$ cat src/hw/rtl/asl_pkg.sv
// Package for the audio soft limiter: register codes, widths, reset values and
// the control struct that travels with each sample down the divider chain.
// No dependencies.
package asl_pkg;

    localparam int SAMPLE_BITS_DEF = 32;
    localparam int DATA_BITS       = 32;
    localparam int FS_BITS         = 32;
    localparam int THR_BITS        = 31;
    localparam int K_BITS          = 62;
    localparam int Q_BITS          = 32;
    localparam int CFG_IDX_BITS    = 8;

    localparam logic [CFG_IDX_BITS-1:0] REG_FULL_SCALE = CFG_IDX_BITS'(0);
    localparam logic [CFG_IDX_BITS-1:0] REG_THRESHOLD  = CFG_IDX_BITS'(1);

    localparam logic [FS_BITS-1:0]  FS_RESET  = FS_BITS'(32768);
    localparam logic [THR_BITS-1:0] THR_RESET = THR_BITS'(24576);

    typedef struct packed {
        logic neg;
        logic bypass;
    } asl_ctl_t;

endpackage

$ cat src/hw/rtl/asl_div_cell.sv
// One cell of the restoring divider chain: takes one dividend bit of K,
// develops one quotient bit and hands remainder and quotient on. Uses asl_pkg.
module asl_div_cell import asl_pkg::*; #(
    parameter int SAMPLE_BITS = SAMPLE_BITS_DEF
) (
    input  logic                   aclk,
    input  logic                   aresetn,
    input  logic                   k_bit,
    input  logic                   in_valid,
    output logic                   in_ready,
    input  logic [SAMPLE_BITS-1:0] in_rem,
    input  logic [Q_BITS-1:0]      in_quo,
    input  logic [SAMPLE_BITS-1:0] in_mag,
    input  asl_ctl_t               in_ctl,
    output logic                   out_valid,
    input  logic                   out_ready,
    output logic [SAMPLE_BITS-1:0] out_rem,
    output logic [Q_BITS-1:0]      out_quo,
    output logic [SAMPLE_BITS-1:0] out_mag,
    output asl_ctl_t               out_ctl
);

    logic                   v_reg;
    logic [SAMPLE_BITS-1:0] rem_reg;
    logic [Q_BITS-1:0]      quo_reg;
    logic [SAMPLE_BITS-1:0] mag_reg;
    asl_ctl_t               ctl_reg;
    logic [SAMPLE_BITS:0]   trial;
    logic [SAMPLE_BITS:0]   diff;
    logic                   ge;
    logic [SAMPLE_BITS-1:0] rem_next;

    assign trial    = {in_rem, k_bit};
    assign diff     = trial - {1'b0, in_mag};
    assign ge       = trial >= {1'b0, in_mag};
    assign rem_next = ge ? diff[SAMPLE_BITS-1:0] : trial[SAMPLE_BITS-1:0];

    assign in_ready = !v_reg || out_ready;

    always_ff @(posedge aclk) begin
        if (!aresetn) begin
            v_reg <= 1'b0;
        end else if (in_ready) begin
            v_reg <= in_valid;
        end
    end

    always_ff @(posedge aclk) begin
        if (in_valid && in_ready) begin
            rem_reg <= rem_next;
            quo_reg <= {in_quo[Q_BITS-2:0], ge};
            mag_reg <= in_mag;
            ctl_reg <= in_ctl;
        end
    end

    assign out_valid = v_reg;
    assign out_rem   = rem_reg;
    assign out_quo   = quo_reg;
    assign out_mag   = mag_reg;
    assign out_ctl   = ctl_reg;

endmodule

$ cat config.mk
export PLATFORM = sky130hd
export DESIGN_NAME = asl_div_cell
export DESIGN_NICKNAME = d
export VERILOG_FILES = /design/src/hw/rtl/asl_pkg.sv /design/src/hw/rtl/asl_div_cell.sv
export SDC_FILE = /design/constraint.sdc
export NUM_CORES = 1
export LEC_CHECK = 0
export ABC_CLOCK_PERIOD_IN_PS = 4950
export BUFFER_PORTS_ARGS = -buffer_cell sky130_fd_sc_hd__buf_2
export CAP_MARGIN = 20
export CORE_MARGIN = 3
export CORE_UTILIZATION = 40
export CTS_BUF_LIST = sky130_fd_sc_hd__clkbuf_8
export DETAILED_ROUTE_END_ITERATION = 6
export PLACE_DENSITY = 0.68
export SLEW_MARGIN = 20
export SYNTH_ARGS = -nofsm -noshare
export SYNTH_HDL_FRONTEND = slang
export SYNTH_SLANG_ARGS = --single-unit
$ cat constraint.sdc
create_clock -name aclk -period 4.95 [get_ports aclk]
set_input_delay 0.99 -clock aclk [delete_from_list [all_inputs] [get_ports aclk]]
set_output_delay 0.99 -clock aclk [all_outputs]
set_load 0.1 [all_outputs]
==> results.md <==
- Status: finished clean
- Largest net degree at the start of global routing: 79
- # Post-CTS Setup Buffers: 0
- Final worst path period share: 79.0%
- Post-synthesis instance area: 5170 um^2
- Worst Skew: 0.00877 ns
- WL final: 12700 um
- Min Tclk post-route: 3.91 ns
- Fraction of layout cells with a size suffix above 1: 35.6%
- Worst EP arrival: 4.04 ns
- Critical Path Start Type: input pin
- Core area: 12300 um^2
- Die height: 120 um
- Fin Setup TNS: 0 ns
- Power Dens Cells: 377 nW/um^2
- Die area: 14300 um^2
- IO buf count: 201
- Total CTS buffers: 9
- Vias post-DR: 4144
- # Max-Cap Violations: 0
- Most common cell after layout, fill and taps aside: buf_2
- DRT iter0 DRCs: 209
- Final core occ: 53.3%
- Final GP Congestion: 0.866
- CTS root buffer: clkbuf_8
- Seq/Total Area, Yosys: 57.3%
- Yosys cell types: 49
- Row count: 40
- Final nets: 781
- CTS Hold Bufs: 0
- Relative slew margins: 65.9%
- Num ports: 203
- Initial antenna violation count: 1
- Clock transition at path regs: 0.09 ns
- DRC errors left: 0
- FFs w/ async S/R, synth: 0%
- Post-Syn Nets: 580
- Lkg Pwr: 2.93 nW
- Post-DP HPWL: 9910 um
- CTS Buffer Depth: 2
- Yosys warning total: 0
- Vias per inst: 5.07
- Hold Crit Depth: 2
- Hold Fails Final Rpt: 0
- Vias in the first global route: 4269
- Post-DRT Antenna Nets: 0
- Worst path max stage delay: 0.40 ns
- RSZ-0062 raised after global routing: false
- Clk_lat worst skew: 0.37 ns
- Worst-path fanout max: 3
- Ys flop type: edfxtp_1
- Synth Instances: 444
- Drt pass-1 iters: 4
- Final WS setup: 1.04 ns
- Total gr overflow: 0
- # clock sinks: 99
- Critical path type: input pin to register
- Slowest-stage cell, CP: fa_1
- Number of synthesized flops with an enable pin: 98
- Slew Viols, Final: 0
- Area grow syn2layout: 26.8%
- Crit end category: register
- H-tree depth: 3
- Ant diodes: 0
- Hold Crit Class: register to register
- Achievable clock frequency: 256 MHz
- VDD IR max: 0.148 mV
- Crit-path cells: buf_2 > inv_1 > ha_1 > fa_1 > nand2b_1 > a21oi_1 > o2111ai_1 > o311a_1 > a21oi_1 > a21oi_1 > o41ai_1 > xor2_1 > mux2_1
- Worst-Margin Slew: 0.514 ns
- Final setup violation count: 0
- Final cell count without fillers: 817
- Placed insts: 801
- DP Worst Slack: 0.704 ns
- Total GRT Usage: 18.1%
- Die width: 120 um
- Top cell by count, worst path: a21oi_1
- CTS tree: yes
- Worst Path Required: 5.08 ns
- R2R cell count: 3
- Initial Utilization: 42.0%
- First-pass GRT wire length: 20700 um
- Syn avg cell area: 11.7 um^2
- WL per Instance: 15.6 um
- Commonest non-fill, non-tap cells in the layout: buf_2 (201), edfxtp_1 (98), a21oi_1 (55)
- Post-synthesis register bit count: 99
- PostCTS Resize Cnt: 0
worst max-delay path: cells and delay by family:
family / cells / cell delay (ns)
mux: 1 / 0.31
xor+xnor: 1 / 0.11
simple gates: 1 / 0.18
fa+ha+maj: 2 / 0.62
compound gates: 6 / 1.70
buf+inv: 2 / 0.13
per-stage QoR:
| stage | hold slack, ns | power [mW] | instance area (um^2) |
|---|---|---|---|
| after floorplan | 1.09 | 1.80 | 5170 |
| final | 0.548 | 2.47 | 6560 |
| after global placement | 0.504 | 1.95 | 6340 |
| after global routing | 0.615 | 2.59 | 6560 |
| after detailed placement | 0.538 | 1.97 | 6340 |
| after CTS | 0.552 | 2.49 | 6530 |
area by class of cell:
cell class / count / area, um^2
clock buffers: 9 / 124
clock inverters: 6 / 66.3
fillers: 1132 / 5750
inverters: 39 / 146
multi-input cells: 291 / 2000
flip-flops and latches: 99 / 2960
well taps: 168 / 210
repair buffers: 205 / 1060
synth_stat cells, types with 3 or more instances:
cell	number	area [um^2]
xnor2_1	15	131
inv_1	39	146
nand2b_1	5	31.3
o21ai_0	15	75.1
a211oi_1	3	22.5
mux2_1	4	45.0
xor2_1	12	105
buf_4	3	22.5
clkbuf_1	8	30.0
buf_2	4	20.0
a21oi_1	55	275
nand3_1	8	40.0
nor2_1	37	139
o211ai_1	4	30.0
nor4_1	4	25.0
nand4_1	7	43.8
a21o_1	13	97.6
mux2_2	6	67.6
edfxtp_1	98	2940
o21a_1	6	45.0
and2_1	3	18.8
o21bai_1	3	22.5
ha_1	32	400
nand2_1	28	105
path summary, 6_finish.rpt:
kind	start	to	slack, ns
hold reg to reg	out_valid	out_valid	0.55
hold / removal	out_valid	out_valid	0.55
setup reg to reg	out_valid	out_mag[29]	3.47
setup / recovery	k_bit	out_rem[30]	1.04
sequential cells by signal, indices dropped and copies added (netlist names):
name,flops
out_mag,32
out_quo,32
out_rem,32
out_ctl,2
out_valid,1
cells by family after synthesis:
family | after synthesis | synth area share [%]
AO/OA/AOI/OAI | 119 | 14.5
AND/OR/NAND/NOR | 100 | 8.78
buffers and inverters | 54 | 4.23
flip-flops | 99 | 57.3
adder cells (fa/ha/maj) | 33 | 8.12
multiplexers | 12 | 2.56
XOR/XNOR | 27 | 4.57
where the power goes:
group          internal (mW)  switching (mW)  total, mW
sequential              1.01          0.0143       1.02
clock                  0.233           0.286      0.518
combinational          0.205           0.722      0.928
layer usage:
| metal | vias up | GRT usage, % | wire (um) |
|---|---|---|---|
| li1 | 2033 | - | - |
| met4 | 2 | 9.09 | 376 |
| met5 | - | 0 | 7 |
| met1 | 1925 | 22.2 | 5370 |
| met2 | 156 | 29.7 | 6150 |
| met3 | 28 | 4.43 | 840 |
Power figures use the tool's default switching activity.
