--- src/hw/rtl/asl_pkg.sv ---
// Package for the audio soft limiter: register codes, widths, reset values and
// the control struct that travels with each sample down the divider chain.
// No dependencies.
package asl_pkg;

    localparam int SAMPLE_BITS_DEF = 32;
    localparam int DATA_BITS       = 32;
    localparam int FS_BITS         = 32;
    localparam int THR_BITS        = 31;
    localparam int K_BITS          = 62;
    localparam int Q_BITS          = 32;
    localparam int CFG_IDX_BITS    = 8;

    localparam logic [CFG_IDX_BITS-1:0] REG_FULL_SCALE = CFG_IDX_BITS'(0);
    localparam logic [CFG_IDX_BITS-1:0] REG_THRESHOLD  = CFG_IDX_BITS'(1);

    localparam logic [FS_BITS-1:0]  FS_RESET  = FS_BITS'(32768);
    localparam logic [THR_BITS-1:0] THR_RESET = THR_BITS'(24576);

    typedef struct packed {
        logic neg;
        logic bypass;
    } asl_ctl_t;

endpackage

--- src/hw/rtl/asl_front.sv ---
// Front end of the soft limiter: configuration registers, limiting constant K
// and the input stage (magnitude, sign, threshold compare). Uses asl_pkg.
module asl_front import asl_pkg::*; #(
    parameter int SAMPLE_BITS = SAMPLE_BITS_DEF
) (
    input  logic                    aclk,
    input  logic                    aresetn,
    input  logic                    cfg_valid,
    output logic                    cfg_ready,
    input  logic [CFG_IDX_BITS-1:0] cfg_index,
    input  logic [DATA_BITS-1:0]    cfg_data,
    input  logic                    in_valid,
    output logic                    in_ready,
    input  logic [DATA_BITS-1:0]    in_data,
    output logic                    out_valid,
    input  logic                    out_ready,
    output logic [SAMPLE_BITS-1:0]  out_mag,
    output asl_ctl_t                out_ctl,
    output logic [FS_BITS-1:0]      full_scale,
    output logic [K_BITS-1:0]       k_const
);

    logic [FS_BITS-1:0]     fs_reg;
    logic [THR_BITS-1:0]    thr_reg;
    logic [K_BITS-1:0]      k_reg;
    logic [K_BITS-1:0]      k_next;
    logic [FS_BITS-1:0]     diff;
    logic [K_BITS:0]        prod;
    logic                   v_reg;
    logic [SAMPLE_BITS-1:0] mag_reg;
    asl_ctl_t               ctl_reg;
    logic [SAMPLE_BITS-1:0] smp;
    logic [SAMPLE_BITS-1:0] mag;
    logic                   neg;

    assign cfg_ready = 1'b1;

    always_ff @(posedge aclk) begin
        if (!aresetn) begin
            fs_reg  <= FS_RESET;
            thr_reg <= THR_RESET;
        end else if (cfg_valid) begin
            unique case (cfg_index)
                REG_FULL_SCALE: fs_reg  <= cfg_data;
                REG_THRESHOLD:  thr_reg <= cfg_data[THR_BITS-1:0];
                default: ;
            endcase
        end
    end

    // K = thr * (fs - thr), zero when the threshold reaches full scale
    assign diff = fs_reg - FS_BITS'(thr_reg);
    assign prod = thr_reg * diff;
    assign k_next = (FS_BITS'(thr_reg) < fs_reg) ? prod[K_BITS-1:0] : '0;

    always_ff @(posedge aclk) begin
        k_reg <= k_next;
    end

    assign smp = in_data[SAMPLE_BITS-1:0];
    assign neg = smp[SAMPLE_BITS-1];
    assign mag = neg ? (~smp + SAMPLE_BITS'(1)) : smp;

    assign in_ready = !v_reg || out_ready;

    always_ff @(posedge aclk) begin
        if (!aresetn) begin
            v_reg <= 1'b0;
        end else if (in_ready) begin
            v_reg <= in_valid;
        end
    end

    always_ff @(posedge aclk) begin
        if (in_valid && in_ready) begin
            mag_reg        <= mag;
            ctl_reg.neg    <= neg;
            ctl_reg.bypass <= (FS_BITS'(mag) <= FS_BITS'(thr_reg));
        end
    end

    assign out_valid  = v_reg;
    assign out_mag    = mag_reg;
    assign out_ctl    = ctl_reg;
    assign full_scale = fs_reg;
    assign k_const    = k_reg;

endmodule

--- config.mk ---
export PLATFORM = sky130hd
export DESIGN_NAME = asl_front
export DESIGN_NICKNAME = d
export VERILOG_FILES = /design/src/hw/rtl/asl_pkg.sv /design/src/hw/rtl/asl_front.sv
export SDC_FILE = /design/constraint.sdc
export NUM_CORES = 2
export LEC_CHECK = 0
export BUFFER_PORTS_ARGS = -buffer_cell sky130_fd_sc_hd__buf_2
export CORE_MARGIN = 8
export CORE_UTILIZATION = 65
export DETAILED_ROUTE_END_ITERATION = 16
export PLACE_DENSITY = 0.91
export SLEW_MARGIN = 0
export SYNTH_ARGS = -nofsm -noshare
export SYNTH_HDL_FRONTEND = slang
export SYNTH_SLANG_ARGS = --single-unit
--- constraint.sdc ---
create_clock -name aclk -period 11.46 [get_ports aclk]
set_clock_uncertainty 0.1 [all_clocks]
set_input_delay 1.146 -clock aclk [delete_from_list [all_inputs] [get_ports aclk]]
set_output_delay 1.146 -clock aclk [all_outputs]
set_load 0.01 [all_outputs]
==> run summary <==
Outcome: completed
Switching Share: 0.3291
Die footprint: 0.06909 mm²
Comb pwr share: 0.159
IO buf count: 206
CTS tree: built
WP buf/inv: 6
Max reg flops: 62
Final setup fails: 0
Worst-path clk slew: 0.08 ns
Setup TNS: 0 ns
Startpoint types: flop
Clock power frac: 0.438
Vert. Die Dim: 262.8 µm
WS Path Type: flop to flop
# H-tree levels: 4
Io pins: 208
Avg Cell Area, Syn: 8.920 µm²
Post-detail-place hpwl: 96.06 mm
Worst path required time: 11.81 ns
Worst VDD drop: 131.2 µV
Endpoints failing hold: 0
Share of post-route cells with drive strength above 1: 0.09023
Flop pwr share: 0.403
Final ANT Viol Nets: 0
WL final: 123.1 mm
FF+latch count, synth: 160
Net count after synthesis: 5,696
Leakage: 21.70 nW
Post-Synthesis Cells: 4,440
Delay-heaviest family, CP: adder cells
Vias in the first global route: 36,160
Layout Nets: 5,798
Power Total: 1.483 mW
Number of synthesized flops with an enable pin: 34
Internal power: 0.9949 mW
Routed via count: 33,040
Fin crit share: 0.9706
Routability cong.: 1.013
Pre-antenna DRT Iters: 7
Pin count of the biggest net entering global routing: 65
CP arrival: 11.48 ns
Slowest library cell on the worst path: fa_1
Switch Pwr: 0.4881 mW
Hold WC Path Type: flop to flop
Async set-or-reset flop fraction in the synthesized netlist: 0
Crit end category: flop
Synth Flop Type: dfxtp_1
Power Density: 34.77 mW/mm²
Vias per cell: 6.183
Synth warn: 0
Relative slew margins: 0.04149
Sequential area share after synthesis: 0.08946
Residual DRC count: 0
Max Cap Viol: 0
Slowest cell delay on critical path: 0.58 ns
Area Growth Syn to Fin: 7.696%
Clock latency on the worst-skew pair: 0.52 ns
Register area: 0.003543 mm²
Total congestion overflow: 0
Core region area: 0.06036 mm²
Post-route worst setup slack: 0.3369 ns
Root buffer cell: clkbuf_16
Multi-input combinational cell area: 0.03224 mm²
Fin cells: 5,344
WHS: 0.4066 ns
Initial Util: 0.6562
R2R setup slack: 0.34 ns
Clk sinks: 160
Row count: 90
Number of DRC markers in iteration 0: 3,338
Layout fillers: 3,997
Worst-margin pin slew: 1.431 ns
Initial antenna violation count: 7
CTS Buf Count: 17
Clock buffer depth: 2
GRT Overall Usage: 0.3590
Max Slew Vio Count: 0
Max Fclk: 89.90 MHz
Synth cell types: 63
First-pass GRT wire length: 193.3 mm
RSZ-0062 raised after global routing: false
Most numerous cell on the critical path: fa_1
Die W: 262.8 µm
WL per Instance: 23.04 µm
DP Cell Count: 5,298
Mapped Area: 0.03961 mm²
CP max FO: 7
DP Worst Slack: 0.01361 ns
Crit path time final: 11.12 ns
[area by class of cell]
| cell class | instances | share of cell area |
|---|---|---|
| Antenna cell | 7 | 0.0004107 |
| Clock buffer | 17 | 0.009973 |
| Clock inverter | 15 | 0.004429 |
| Inverter | 882 | 0.07762 |
| Multi-Input combinational cell | 3153 | 0.7558 |
| Sequential cell | 160 | 0.08307 |
| Tap cell | 782 | 0.02294 |
| Timing Repair Buffer | 328 | 0.04573 |
[power groups by stage]
stage               Clock, mW  Sequential [mW]  Combinational [mW]
floorplan                   0            0.619               0.122
global route            0.670            0.599               0.253
detailed placement          0            0.611               0.226
CTS                     0.650            0.598               0.228
global placement            0            0.610               0.218
finish                  0.650            0.598               0.235
[synth_stat cells (all sizes together) (6+ instances only)]
cell | number | area, µm²
or4 | 8 | 71.32
nand3 | 31 | 155.2
a21oi | 102 | 510.5
or2 | 8 | 52.55
nand4 | 26 | 162.7
a31oi | 11 | 68.82
nor2b | 12 | 75.07
xnor2 | 86 | 753.2
fa | 866 | 17340
o21bai | 11 | 82.58
nor2 | 165 | 619.3
clkbuf | 242 | 908.4
o21a | 15 | 112.6
dfxtp | 126 | 2522
edfxtp | 34 | 1021
nand2b | 40 | 250.2
xor2 | 28 | 245.2
o21ai | 76 | 380.4
or3 | 11 | 73.82
and2 | 411 | 2571
inv | 882 | 3311
nor3 | 15 | 75.07
a21boi | 67 | 503.0
a21o | 52 | 390.4
nor4 | 7 | 50.05
o31ai | 17 | 141.4
a211oi | 6 | 45.04
nand2 | 708 | 2658
ha | 313 | 3916
o211ai | 8 | 60.06
[per-layer routing]
metal  track usage  share of wire
met4        0.2818          0.095
met5             0        0.00019
met3        0.1107           0.13
met2        0.5874           0.47
met1        0.3866           0.31
[worst paths after layout]
kind / start / endpoint / depth (start not counted)
max: full_scale[0] / k_const[57] / 37
min: full_scale[16] / full_scale[16] / 2
max reg2reg: full_scale[0] / k_const[57] / 37
min reg2reg: full_scale[16] / full_scale[16] / 2
[tightest hold or removal path: cells and delay by family (launching register included)]
kind               cells  cell delay, ns
DFF                    1            0.33
AOI/OAI and AO/OA      1            0.07
and+or+nand+nor        1            0.06
[placed cells by master, fill, tap and decap left out, drive strengths merged, types with 6 or more instances in the layout]
master,count
or3,11
edfxtp,34
o211ai,8
nand2b,40
o21ai,76
ha,313
nand4,26
fa,866
or2,8
dfxtp,126
and2,411
o21bai,11
a31oi,11
nor2b,12
a21oi,102
a211oi,6
or4,8
o21a,15
nor2,165
diode,7
nor4,7
clkbuf,17
inv,891
xor2,28
nand3,31
nand2,708
xnor2,87
a21o,52
nor3,15
a21boi,67
buf,328
o31ai,17
[logic make-up after synthesis]
logic type,Yosys count,share of synthesized area
other cells,1,0.00009468
simple gates,1457,0.1753
fa+ha+maj,1179,0.5366
compound gates,399,0.06571
buf+inv,1128,0.1071
flops,160,0.08946
mux,2,0.0005055
xor+xnor,114,0.02521
[stage by stage]
step                      cell area, µm²  utilization
after detailed placement           41850       0.6933
after CTS                          42480       0.7039
after global placement             41850       0.6933
after floorplan                    39610            -
after global routing               42650       0.7066
final                              42650       0.7067
[what timing repair did]
item / 4_1_cts / 5_1_grt
buffers inserted: 0 / 6
pin swaps: 0 / 4
cloned: 0 / 1
gates resized for setup: 2 / 15
setup endpoints to repair: 1 / 7
hold buffers: 0 / 0
(Power assumes the default switching activity.)
