--- src/hw/rtl/asl_pkg.sv ---
// Package for the audio soft limiter: register codes, widths, reset values and
// the control struct that travels with each sample down the divider chain.
// No dependencies.
package asl_pkg;

    localparam int SAMPLE_BITS_DEF = 32;
    localparam int DATA_BITS       = 32;
    localparam int FS_BITS         = 32;
    localparam int THR_BITS        = 31;
    localparam int K_BITS          = 62;
    localparam int Q_BITS          = 32;
    localparam int CFG_IDX_BITS    = 8;

    localparam logic [CFG_IDX_BITS-1:0] REG_FULL_SCALE = CFG_IDX_BITS'(0);
    localparam logic [CFG_IDX_BITS-1:0] REG_THRESHOLD  = CFG_IDX_BITS'(1);

    localparam logic [FS_BITS-1:0]  FS_RESET  = FS_BITS'(32768);
    localparam logic [THR_BITS-1:0] THR_RESET = THR_BITS'(24576);

    typedef struct packed {
        logic neg;
        logic bypass;
    } asl_ctl_t;

endpackage

--- src/hw/rtl/asl_finish.sv ---
// Back end of the soft limiter: ceiling of the quotient, subtraction from full
// scale, clip to sample range or bypass, sign; holds the output register. Uses asl_pkg.
module asl_finish import asl_pkg::*; #(
    parameter int SAMPLE_BITS = SAMPLE_BITS_DEF
) (
    input  logic                   aclk,
    input  logic                   aresetn,
    input  logic [FS_BITS-1:0]     full_scale,
    input  logic                   in_valid,
    output logic                   in_ready,
    input  logic [SAMPLE_BITS-1:0] in_rem,
    input  logic [Q_BITS-1:0]      in_quo,
    input  logic [SAMPLE_BITS-1:0] in_mag,
    input  asl_ctl_t               in_ctl,
    output logic                   out_valid,
    input  logic                   out_ready,
    output logic [DATA_BITS-1:0]   out_data
);

    localparam logic [FS_BITS-1:0] POS_MAX = FS_BITS'((64'd1 << (SAMPLE_BITS - 1)) - 64'd1);
    localparam logic [FS_BITS-1:0] NEG_MAX = FS_BITS'(64'd1 << (SAMPLE_BITS - 1));

    logic                   a_v_reg;
    logic                   a_ready;
    logic [Q_BITS:0]        qc_reg;
    logic [SAMPLE_BITS-1:0] a_mag_reg;
    asl_ctl_t               a_ctl_reg;
    logic                   b_v_reg;
    logic [DATA_BITS-1:0]   data_reg;
    logic [FS_BITS-1:0]     r;
    logic [FS_BITS-1:0]     lim;
    logic [FS_BITS-1:0]     clip;
    logic [SAMPLE_BITS-1:0] m;
    logic [SAMPLE_BITS-1:0] res;

    assign a_ready  = !b_v_reg || out_ready;
    assign in_ready = !a_v_reg || a_ready;

    always_ff @(posedge aclk) begin
        if (!aresetn) begin
            a_v_reg <= 1'b0;
            b_v_reg <= 1'b0;
        end else begin
            if (in_ready) begin
                a_v_reg <= in_valid;
            end
            if (a_ready) begin
                b_v_reg <= a_v_reg;
            end
        end
    end

    always_ff @(posedge aclk) begin
        if (in_valid && in_ready) begin
            qc_reg    <= {1'b0, in_quo} + (Q_BITS + 1)'(in_rem != '0);
            a_mag_reg <= in_mag;
            a_ctl_reg <= in_ctl;
        end
    end

    assign r    = (qc_reg <= {1'b0, full_scale}) ? (full_scale - qc_reg[FS_BITS-1:0]) : '0;
    assign lim  = a_ctl_reg.neg ? NEG_MAX : POS_MAX;
    assign clip = (r > lim) ? lim : r;
    assign m    = a_ctl_reg.bypass ? a_mag_reg : clip[SAMPLE_BITS-1:0];
    assign res  = a_ctl_reg.neg ? (~m + SAMPLE_BITS'(1)) : m;

    always_ff @(posedge aclk) begin
        if (a_v_reg && a_ready) begin
            data_reg <= DATA_BITS'($signed(res));
        end
    end

    assign out_valid = b_v_reg;
    assign out_data  = data_reg;

endmodule

--- config.mk ---
export PLATFORM = sky130hd
export DESIGN_NAME = asl_finish
export DESIGN_NICKNAME = d
export VERILOG_FILES = /design/src/hw/rtl/asl_pkg.sv /design/src/hw/rtl/asl_finish.sv
export SDC_FILE = /design/constraint.sdc
export NUM_CORES = 1
export LEC_CHECK = 0
export ABC_AREA = 1
export ABC_CLOCK_PERIOD_IN_PS = 4200
export BUFFER_PORTS_ARGS = -buffer_cell sky130_fd_sc_hd__buf_4
export CAP_MARGIN = 30
export CORE_ASPECT_RATIO = 0.5
export CORE_MARGIN = 8
export CORE_UTILIZATION = 23
export CTS_BUF_LIST = sky130_fd_sc_hd__clkbuf_8
export CTS_CLUSTER_SIZE = 40
export DETAILED_ROUTE_END_ITERATION = 10
export GPL_ROUTABILITY_DRIVEN = 0
export PLACE_DENSITY = 0.48
export SETUP_SLACK_MARGIN = 0.15
export SYNTH_ARGS = -nofsm -noshare
export SYNTH_HDL_FRONTEND = slang
export SYNTH_SLANG_ARGS = --single-unit
--- constraint.sdc ---
create_clock -name aclk -period 4.2 [get_ports aclk]
set_input_delay 0.21 -clock aclk [delete_from_list [all_inputs] [get_ports aclk]]
set_output_delay 0.21 -clock aclk [all_outputs]
set_load 0.02 [all_outputs]
==> impl_metrics.toml <==
[run_status]
status = "finished with violations"
violations = "negative setup slack"

[worst_setup_path]
r2r-end = "out_data[15]"
critPathTopFamily = "simple AND/OR/NAND/NOR gates"
r2r_cells = 34
crit_path_start = "qc_reg[20]"
worstPathMaxFanout = 7
worstSetupPathType = "reg2reg"
ff2ff_setup_slack_ns = -0.29
crit_path_frequent_cell = "nand2_4"
crit_path_max_incr_delay_ns = 0.44
cp-end-kind = "register"
rr_startpoint = "qc_reg[20]"
worstPathRequired_ns = 4.38
start_kind = "register"
path_buf_inv = 6
crit_arrival_ns = 4.68
crit_slowest_cell = "edfxtp_1"

[synthesis]
synth_mux_area_share_pct = 0
synthSimpleGateAreaFrac_pct = 36.86
syn_avg_cell_area_um2 = 6.941
synth-compound-area-share_pct = 4.304
ys_ff_latch = 101
synth_xor_area_share_pct = 4.677
synth.distinct_cells = 41
syn_inst = 1403
synthAdderAreaFrac_pct = 12.80
ys_seq_area_share_pct = 30.94
async_flop_share_pct = 0
synthFlopType = "edfxtp_1"
syn_area_um2 = 9738
synth_top_cell_by_area = "edfxtp_1"
yosys.area.top_type_share_pct = 30.53
synth_edf_count = 99
synth_nets = 1636
synth_area_leaders = "edfxtp_1 31%, nand2_1 18%, ha_1 13%"
synth_top_family_by_area = "simple AND/OR/NAND/NOR gates"
ys_warn_count = 0

[sta]
final_hold_viol_count = 0
slew_headroom_pct = 41.41
rsz0062_at_grt = "true"
min_period_ns = 4.494
tightest_slew_ns = 0.8776
finalMaxSlewViolations = 0
final-setup-viol-count = 29
clock.fmax_ghz = 0.2225
fin_worst_skew_ns = 0.02505
post-route-period-util_pct = 107.0
fin_ws_ns = -0.2944
tns_ns = -6.591
timing.hold.ws_ns = 0.06629

[clocking]
cts_max_level = 3
clock-root-buffer = "clkbuf_8"
cts_buffers = 9
clkSlewWorstSetupHoldPaths_ns = 0.11
cts_tree = "built"
numClockSinks = 101
clockBufferDepth = 2
clock_latency_ns = 0.45

[layout]
diodes = 0
areaGrowthSynthToFinish_pct = 64.41
nNetsFinal = 2114
final_area_um2 = 16010
final_cells = 2463
largest_reg_flops = 33
drive_above_1_share_pct = 41.68
post-route-util_pct = 38.26

[floorplanning]
dieArea_um2 = 49580
initial_core_util_pct = 23.27
boundaryPins = 168
core_area_um2 = 41840
row_count = 53
die_h_um = 161.5
die_x_um = 307.0

[power]
power_frac_clock_pct = 16.8
peakVddDrop_mv = 0.1720
p_leak_nw = 7.888
p_sw_mw = 1.526
p_total_mw = 3.981
p_int_mw = 2.455
p_comb_share_pct = 52.3
power_density_nw_per_um2 = 248.6
sw_frac_of_total_pct = 38.34
pwr-share-seq_pct = 30.9

[grt]
grt_max_degree = 42
grt_overflow_total = 0
grt_pass1_vias = 9788
antenna_found_initial = 0
grt_usage_pct = 12.96
grt_pass1_wl_um = 51190

[route]
drtIter0Drc = 464
first_pass_iters = 5
vias = 10030
drcViolationCount = 0
final_antenna_net_count = 0
wl_um = 32910
via_per_inst = 4.072
wl_per_cell_um = 13.36

[hold_path]
hold_depth = 2
hold_class = "in2reg"
hp-start = "in_quo[12]"
min_to = "qc_reg[12]"

[placed_design]
dpl.cell_count = 2352
numPortBuffers = 167
dpl_worst_slack_ns = -0.5397
place_hpwl_um = 26840
placed_area_um2 = 13870

[flow_run]
drv_cap = 0
-- cells by family (layout without fill, tap and decap cells) --
family / after synthesis / count (layout)
buffers and inverters: 265 / 747
AND/OR/NAND/NOR: 809 / 810
adder cells (fa/ha/maj): 99 / 99
flip-flops: 101 / 101
AO/OA/AOI/OAI: 77 / 77
XOR/XNOR: 52 / 52
-- synth_stat cells (2+ instances only) --
master	number
nor4_1	9
or2_2	32
a21oi_1	51
buf_2	4
nand2_2	22
inv_2	3
o21ai_0	11
xor2_1	24
dfxtp_1	2
nand3b_1	23
edfxtp_1	99
o21ai_1	3
nor3_1	6
nor2_2	15
nand4_1	16
buf_6	2
o21bai_1	4
buf_1	6
nand2_1	455
ha_1	98
nand3_1	75
and2_1	2
nor3_2	4
nand2_4	2
xnor2_1	28
clkbuf_1	8
nor2_1	136
nand3b_2	3
nor2_4	6
a21o_1	3
inv_1	241
-- metal layers --
layer  track usage, %  vias up  wire [um]
li1                 -     5352          -
met5                0        -          0
met4            2.235        0        335
met3            2.391       20        932
met2            23.35       95      16750
met1            16.23     4563      14890
-- worst max path at each step --
stage	endpoint	cells past startpoint
4_1_cts	out_data[25]	38
3_3_place_gp	out_data[29]	35
3_5_place_dp	out_data[29]	35
5_1_grt	out_data[17]	37
2_1_floorplan	out_data[20]	38
6_report	out_data[15]	34
-- repair_timing --
item,4_1_cts,5_1_grt
buffers inserted,30,23
setup endpoints to repair,31,32
pin swaps,38,88
hold endpoints to repair,36,0
cloned,5,2
resized for setup,143,131
hold buffers,35,0
-- power by group through the flow --
stage | Sequential (mW) | Clock (mW) | Combinational (mW)
final | 1.23 | 0.671 | 2.08
after global routing | 1.24 | 0.741 | 2.29
after CTS | 1.23 | 0.700 | 1.90
after floorplan | 1.28 | 0 | 0.865
after detailed placement | 1.25 | 0 | 1.68
after global placement | 1.25 | 0 | 1.67
-- final cells by class --
| type | count | area, um^2 |
|---|---|---|
| Timing Repair Buffer | 486 | 4031 |
| Fill cell | 4400 | 25830 |
| Tap cell | 577 | 721.9 |
| Sequential cell | 101 | 3013 |
| Clock buffer | 9 | 123.9 |
| Clock inverter | 7 | 73.82 |
| Inverter | 245 | 934.6 |
| Multi-Input combinational cell | 1038 | 7112 |
-- placed cells by master (no fill, tap or decap), types with 7 or more instances in the layout --
cell type and n:
xnor2_1 27, nor2_1 85, dlygate4sd3_1 35, nand2_1 362, nand2_2 80, inv_1 230, nor2_4 36, nand3_2 10
edfxtp_1 99, ha_1 59, clkbuf_8 9, a21oi_1 36, inv_2 12, nor2_2 36, a21oi_2 13, buf_12 7
buf_4 417, nand3_1 65, o21ai_0 7, or2_2 31, buf_6 18, nand2_4 37, nand4_1 16, ha_4 39
nand3b_1 23, nor4_1 8, xor2_1 24
-- worst register-to-register path: cells and delay by family (launching register included) --
| kind | cells | cell delay [ns] |
|---|---|---|
| compound gates | 3 | 0.43 |
| xor+xnor | 1 | 0.17 |
| fa+ha+maj | 2 | 0.63 |
| buf+inv | 6 | 0.67 |
| flops | 1 | 0.44 |
| simple gates | 22 | 1.90 |
Power figures use the tool's default switching activity.
